<file path="config.mk">
export PLATFORM = sky130hd
export DESIGN_NAME = rutk_controller
export DESIGN_NICKNAME = d
export VERILOG_FILES = /design/src/rutk_pkg.sv /design/src/rutk_controller.sv
export SDC_FILE = /design/constraint.sdc
export NUM_CORES = 1
export LEC_CHECK = 0
export BUFFER_PORTS_ARGS = -buffer_cell sky130_fd_sc_hd__buf_4
export CAP_MARGIN = 20
export CORE_MARGIN = 4
export CORE_UTILIZATION = 50
export CTS_CLUSTER_DIAMETER = 100
export DETAILED_ROUTE_END_ITERATION = 6
export PLACE_DENSITY = 0.77
export SLEW_MARGIN = 0
export SYNTH_ARGS = -nofsm -noshare
export SYNTH_HDL_FRONTEND = slang
export SYNTH_SLANG_ARGS = --single-unit
</file>
<file path="constraint.sdc">
create_clock -name clk -period 2.8 [get_ports clk]
set_clock_uncertainty 0.2 [all_clocks]
set_input_delay 0.56 -clock clk [delete_from_list [all_inputs] [get_ports clk]]
set_output_delay 0.56 -clock clk [all_outputs]
set_load 0.01 [all_outputs]
</file>
<file path="src/rutk_pkg.sv">
package rutk_pkg;

  localparam int MaxRecords = 64;
  localparam int IdxW = $clog2(MaxRecords);
  localparam int CntW = $clog2(MaxRecords + 1);
  localparam int LimW = 7;
  localparam int RankW = 51;

  typedef enum logic [2:0] {
    ST_LOAD,
    ST_SCAN,
    ST_EXCL,
    ST_EMIT,
    ST_EMPTY
  } state_t;

  localparam logic CFG_CAND_LIMIT = 1'b0;
  localparam logic CFG_QRY_LIMIT = 1'b1;

  typedef struct packed {
    logic store;
    logic scan_start;
    logic scan_step;
    logic excl_start;
    logic excl_step;
    logic clear;
  } cmd_t;

  typedef struct packed {
    logic scan_done;
    logic found;
    logic excl_done;
    logic more;
  } status_t;

  function automatic logic [RankW-1:0] pack_rank(logic tier, logic [31:0] cost,
                                                 logic [15:0] cyc, logic nq, logic inv,
                                                 logic tf);
    logic [1:0] prio;
    begin
      if (nq) prio = 2'd0;
      else if (inv) prio = 2'd1;
      else if (tf) prio = 2'd2;
      else prio = 2'd3;
      pack_rank = {tier, cost, cyc, prio};
    end
  endfunction

endpackage

</file>
<file path="src/rutk_controller.sv">
module rutk_controller (
  input  logic                      clk,
  input  logic                      rst,
  input  logic                      in_fire,
  input  logic                      in_last,
  input  logic [rutk_pkg::LimW-1:0] limit,
  input  rutk_pkg::status_t         status,
  input  logic                      out_taken,
  output rutk_pkg::cmd_t            cmd,
  output logic                      in_ready,
  output logic                      out_pending,
  output logic                      out_valid_flag,
  output logic                      out_last_flag
);

  rutk_pkg::state_t state, state_next;
  logic [rutk_pkg::LimW-1:0] emitted, emitted_next;
  logic started, started_next;

  always_ff @(posedge clk) begin
    if (rst) begin
      state <= rutk_pkg::ST_LOAD;
      emitted <= '0;
      started <= 1'b0;
    end else begin
      state <= state_next;
      emitted <= emitted_next;
      started <= started_next;
    end
  end

  always_comb begin
    state_next = state;
    emitted_next = emitted;
    started_next = 1'b0;
    cmd = '0;
    in_ready = 1'b0;
    out_pending = 1'b0;
    out_valid_flag = 1'b1;
    out_last_flag = 1'b0;
    unique case (state)
      rutk_pkg::ST_LOAD: begin
        in_ready = 1'b1;
        cmd.store = in_fire;
        if (in_fire && in_last) begin
          emitted_next = '0;
          if (limit == '0) begin
            state_next = rutk_pkg::ST_EMPTY;
          end else begin
            state_next = rutk_pkg::ST_SCAN;
            started_next = 1'b1;
          end
        end
      end
      rutk_pkg::ST_SCAN: begin
        if (started) begin
          cmd.scan_start = 1'b1;
        end else if (status.scan_done) begin
          if (!status.found) begin
            state_next = emitted == '0 ? rutk_pkg::ST_EMPTY : rutk_pkg::ST_LOAD;
            cmd.clear = emitted != '0;
          end else begin
            state_next = rutk_pkg::ST_EXCL;
            cmd.excl_start = 1'b1;
          end
        end else begin
          cmd.scan_step = 1'b1;
        end
      end
      rutk_pkg::ST_EXCL: begin
        if (status.excl_done && !started) begin
          state_next = rutk_pkg::ST_EMIT;
          emitted_next = emitted + 1'b1;
        end else begin
          cmd.excl_step = 1'b1;
        end
      end
      rutk_pkg::ST_EMIT: begin
        out_pending = 1'b1;
        out_last_flag = emitted >= limit || !status.more;
        if (out_taken) begin
          if (emitted >= limit || !status.more) begin
            state_next = rutk_pkg::ST_LOAD;
            cmd.clear = 1'b1;
          end else begin
            state_next = rutk_pkg::ST_SCAN;
            started_next = 1'b1;
          end
        end
      end
      rutk_pkg::ST_EMPTY: begin
        out_pending = 1'b1;
        out_valid_flag = 1'b0;
        out_last_flag = 1'b1;
        if (out_taken) begin
          state_next = rutk_pkg::ST_LOAD;
          cmd.clear = 1'b1;
        end
      end
      default: state_next = rutk_pkg::ST_LOAD;
    endcase
  end

endmodule

</file>
-- After elaboration in Yosys (flattened, before gate mapping)
Cells that the tools add are included.
- flip-flop bits (word level): 11
- output and inout bits: 10
- word-level logic and storage cells: 67
- input port bits: 16
- multiplexer cells: 39
- add/sub/neg operators: 1
- $lt $le $gt $ge: 1
- reduce and logical (&&, ||, !) cells: 13
- eq/ne operators: 10
- operators with widths (cell ; number):
    two-way mux 3 bit ; 10
    two-way mux 1 bit ; 21
    one-hot mux 3 bit (5 select lines) ; 1
    logical NOT 7 bit ; 2
    two-way mux 7 bit ; 2
    one-hot mux 7 bit (2 select lines) ; 1
    inequality test 2 bit (second input constant) ; 6
    adder 7 x 1 -> 7 bit (second input constant) ; 1
    greater-or-equal comparator 7 bit ; 1
    nonzero test 7 bit ; 1
    == test 3 x 2 -> 1 bit (second input constant) ; 2
    AND reduction 6 bit ; 1
    one-hot mux 1 bit (2 select lines) ; 2
    == test 3 x 1 -> 1 bit (second input constant) ; 1
    == test 3 bit (second input constant) ; 1
    logical NOT 3 bit ; 1
    one-hot mux 1 bit (3 select lines) ; 1
    AND reduction 3 bit ; 1
    logical AND 1 bit ; 2
    logical NOT 1 bit ; 2
    two-way mux 2 bit ; 1
    nonzero test 2 bit ; 1
    OR reduction 2 bit ; 1
    logical OR 1 bit ; 1

-- Depth between registers and ports, before layout
- word-level depth: 6
- depth in mapped cells: 7
- mapped depth without buffers: 7

-- Worst setup path before layout
OpenSTA, ideal clock, no wires.
- path type: input to output
- start: input limit[5] (netlist name)
- end: output cmd[0] (netlist name)
- stages on the path: 6
- data required time: 2.040 ns
- setup slack: 0.297 ns
- arrival time: 1.743 ns
- buffers on the path: 0
- cell sequence: inv_1 -> ha_1 -> a21o_1 -> a221o_1 -> a31oi_1 -> o221ai_1
- RTL lines (item ; line ; source):
    start: declaration ; rutk_controller.sv:6 ; input logic [rutk_pkg::LimW-1:0] limit,
    end: declaration ; rutk_controller.sv:9 ; output rutk_pkg::cmd_t cmd,

==> results.py <==
metrics = {
    "status": {
        "outcome": "finished clean",
    },
    "route": {
        "routedWlPerCell_um": 12.4,
        "drc": 0,
        "route.final.wire_length_um": 2050,
        "via_per_inst": 5.43,
        "dr.pass1.iters": 4,
        "antenna_left": 0,
        "first_iter_violations": 15,
        "vias": 896,
    },
    "min_path": {
        "min_path_type": "in2reg",
    },
    "power": {
        "sw_frac_of_total_pct": 37.5,
        "power_switching_uw": 201,
        "seq_power_share_pct": 37.5,
        "vdd_drop_max_uv": 444,
        "combPwrFrac_pct": 42.4,
        "clock_power_share_pct": 20.1,
        "total_power_uw": 537,
        "p_int_uw": 336,
        "p_per_area_mw_per_mm2": 463,
        "total_leakage_power_uw": 0.000527,
    },
    "clock_network": {
        "cts.sink_count": 11,
        "root_buffer": "clkbuf_4",
        "path_clk_slew_ns": 0.07,
        "cts_buffer_depth": 2,
        "htree_levels": 1,
        "cts_tree": "yes",
        "clock_latency_ns": 0.27,
        "cts_buffers": 3,
    },
    "synthesis": {
        "ys_ff_latch": 11,
        "syn_inst": 113,
        "yosysSeqAreaShare_pct": 24.4,
        "syn_area_per_cell_um2": 7.99,
        "synth_cell_type_count": 35,
        "synth_nets": 138,
        "syn_area_um2": 903,
        "yosys_warnings": 0,
    },
    "sta": {
        "final.period_utilization_pct": 98.4,
        "maxSlewHeadroom_pct": 64.1,
        "worst_slack_ns": 0.0448,
        "tightest_slew_ns": 0.538,
        "setup_viol": 0,
        "hold_viol": 0,
        "fin_hold_ws_ns": 0.273,
        "fin_crit_ns": 2.76,
        "final_max_slew_viol_count": 0,
        "fmax_mhz": 363,
        "tns_ns": 0,
    },
    "placed_design": {
        "place_inst": 160,
        "io_buffers": 25,
        "dp_slack_ns": 0.0228,
        "gp_congestion": 0.809,
        "dp_hpwl_um": 1630,
    },
    "layout": {
        "drive_gt1_share_pct": 27.9,
        "mostFrequentLayoutCell": "buf_4",
        "layout_common_cells": "buf_4 (26), inv_1 (11), nand2_1 (11)",
        "layout.nets": 166,
        "diodes": 0,
        "instances_no_fill": 165,
        "area_delta_synth_final_pct": 28.4,
    },
    "floorplan": {
        "die-area_mm2": 0.00255,
        "die_w_um": 50.5,
        "ios": 26,
        "initial_core_util_pct": 52.3,
        "row_count": 15,
        "fp.dieH_um": 50.5,
        "core_mm2": 0.00173,
    },
    "global_routing": {
        "grt_pass1_vias": 837,
        "grt_pass1_wl_um": 3380,
        "antenna_found_initial": 0,
        "grt_max_degree": 15,
        "grt_use_total_pct": 17.1,
        "overflow": 0,
    },
    "critical_path": {
        "start_kind": "input port",
        "crit_path_end_kind": "output pin",
        "cp.arrival_ns": 2.00,
        "rrSetupSlack_ns": 0.71,
        "critPathMaxFanout": 3,
        "crit_required_ns": 2.04,
        "critPathKind": "in2out",
    },
    "flow_run": {
        "cap_violations": 0,
    },
}
[timing repair]
item                                    in CTS  in global routing
endpoints found under the setup margin       0                  2
hold buffers                                 0                  0
resized for setup                            0                  6
setup buffers                                0                  1
[cells by family (layout without fill, tap and decap cells)]
group	Yosys count	after routing	share of synthesized area [%]
compound gates	22	22	17.0
xor+xnor	6	6	5.82
fa+ha+maj	9	9	12.5
buf+inv	14	41	7.20
flops	11	11	24.4
mux	2	2	2.22
simple gates	49	49	30.9
[path summary, 6_finish.rpt]
kind,startpoint,end,depth (start not counted)
min,rst,state[0],2
min reg2reg,emitted[1],emitted[1],2
max,limit[5],cmd[0],8
max reg2reg,emitted[5],started,7
[power by group through the flow]
stage,registers [uW],clock network [uW],logic (uW)
after floorplan,182,0,179
after global placement,203,0,221
after detailed placement,203,0,223
after CTS,200,115,224
after global routing,205,127,254
final,202,108,228
[layout make-up]
cell class | instances | area [um^2]
Clock buffer | 4 | 26.3
Fill cell | 167 | 567
Inverter | 11 | 41.3
Multi-Input combinational cell | 88 | 642
Sequential cell | 11 | 224
Tap cell | 25 | 31.3
Timing Repair Buffer | 26 | 195
[cells in the mapped netlist]
| cell | n | share of area [%] |
|---|---|---|
| a32oi_2 | 1 | 1.8 |
| nor3_1 | 3 | 1.7 |
| nand3_1 | 3 | 1.7 |
| o21ai_0 | 3 | 1.7 |
| o221ai_1 | 1 | 0.97 |
| ha_1 | 9 | 12 |
| xor2_1 | 3 | 2.9 |
| nor3b_2 | 2 | 2.8 |
| inv_1 | 11 | 4.6 |
| nor4_1 | 2 | 1.4 |
| and3_1 | 3 | 2.1 |
| mux2i_1 | 2 | 2.2 |
| buf_2 | 1 | 0.55 |
| o21a_1 | 1 | 0.83 |
| a21oi_1 | 8 | 4.4 |
| nor2b_1 | 2 | 1.4 |
| nand4_1 | 6 | 4.2 |
| a211o_1 | 1 | 0.97 |
| and2b_1 | 1 | 0.83 |
| buf_4 | 1 | 0.83 |
| buf_6 | 1 | 1.2 |
| a32o_1 | 1 | 1.1 |
| nor2_1 | 8 | 3.3 |
| nor3_4 | 1 | 1.8 |
| nand3b_1 | 2 | 1.7 |
| nor3b_1 | 1 | 0.83 |
| a31oi_1 | 2 | 1.4 |
| and2_1 | 2 | 1.4 |
| o211a_1 | 1 | 1.1 |
| nand2b_1 | 2 | 1.4 |
| dfxtp_1 | 11 | 24 |
| a21o_1 | 2 | 1.7 |
| a221o_1 | 1 | 1.1 |
| nand2_1 | 11 | 4.6 |
| xnor2_1 | 3 | 2.9 |
[stage by stage]
| step | area [um^2] | utilization, % |
|---|---|---|
| after floorplan | 903 | - |
| after CTS | 1120 | 65.1 |
| after detailed placement | 1100 | 63.6 |
| after global routing | 1160 | 67.2 |
| after global placement | 1100 | 63.6 |
| final | 1160 | 67.2 |
[layer usage]
| metal | vias to the layer above | global-route usage, % | routed length [um] |
|---|---|---|---|
| li1 | 463 | - | - |
| met1 | 405 | 18.6 | 869 |
| met2 | 24 | 29.3 | 1000 |
| met3 | 4 | 7.12 | 158 |
| met4 | 0 | 6.28 | 23 |
| met5 | - | 0 | 0 |
[registers in the layout, indices dropped and copies added (netlist names)]
signal,cells
emitted,7
started,1
state,3
[critical path: stages]
cell and delay, ns:
buf_4 0.09, inv_1 0.03, ha_1 0.29, a21o_1 0.18
a221o_1 0.32, a31oi_2 0.21, o221ai_1 0.15, buf_4 0.16
Power figures use the tool's default switching activity.
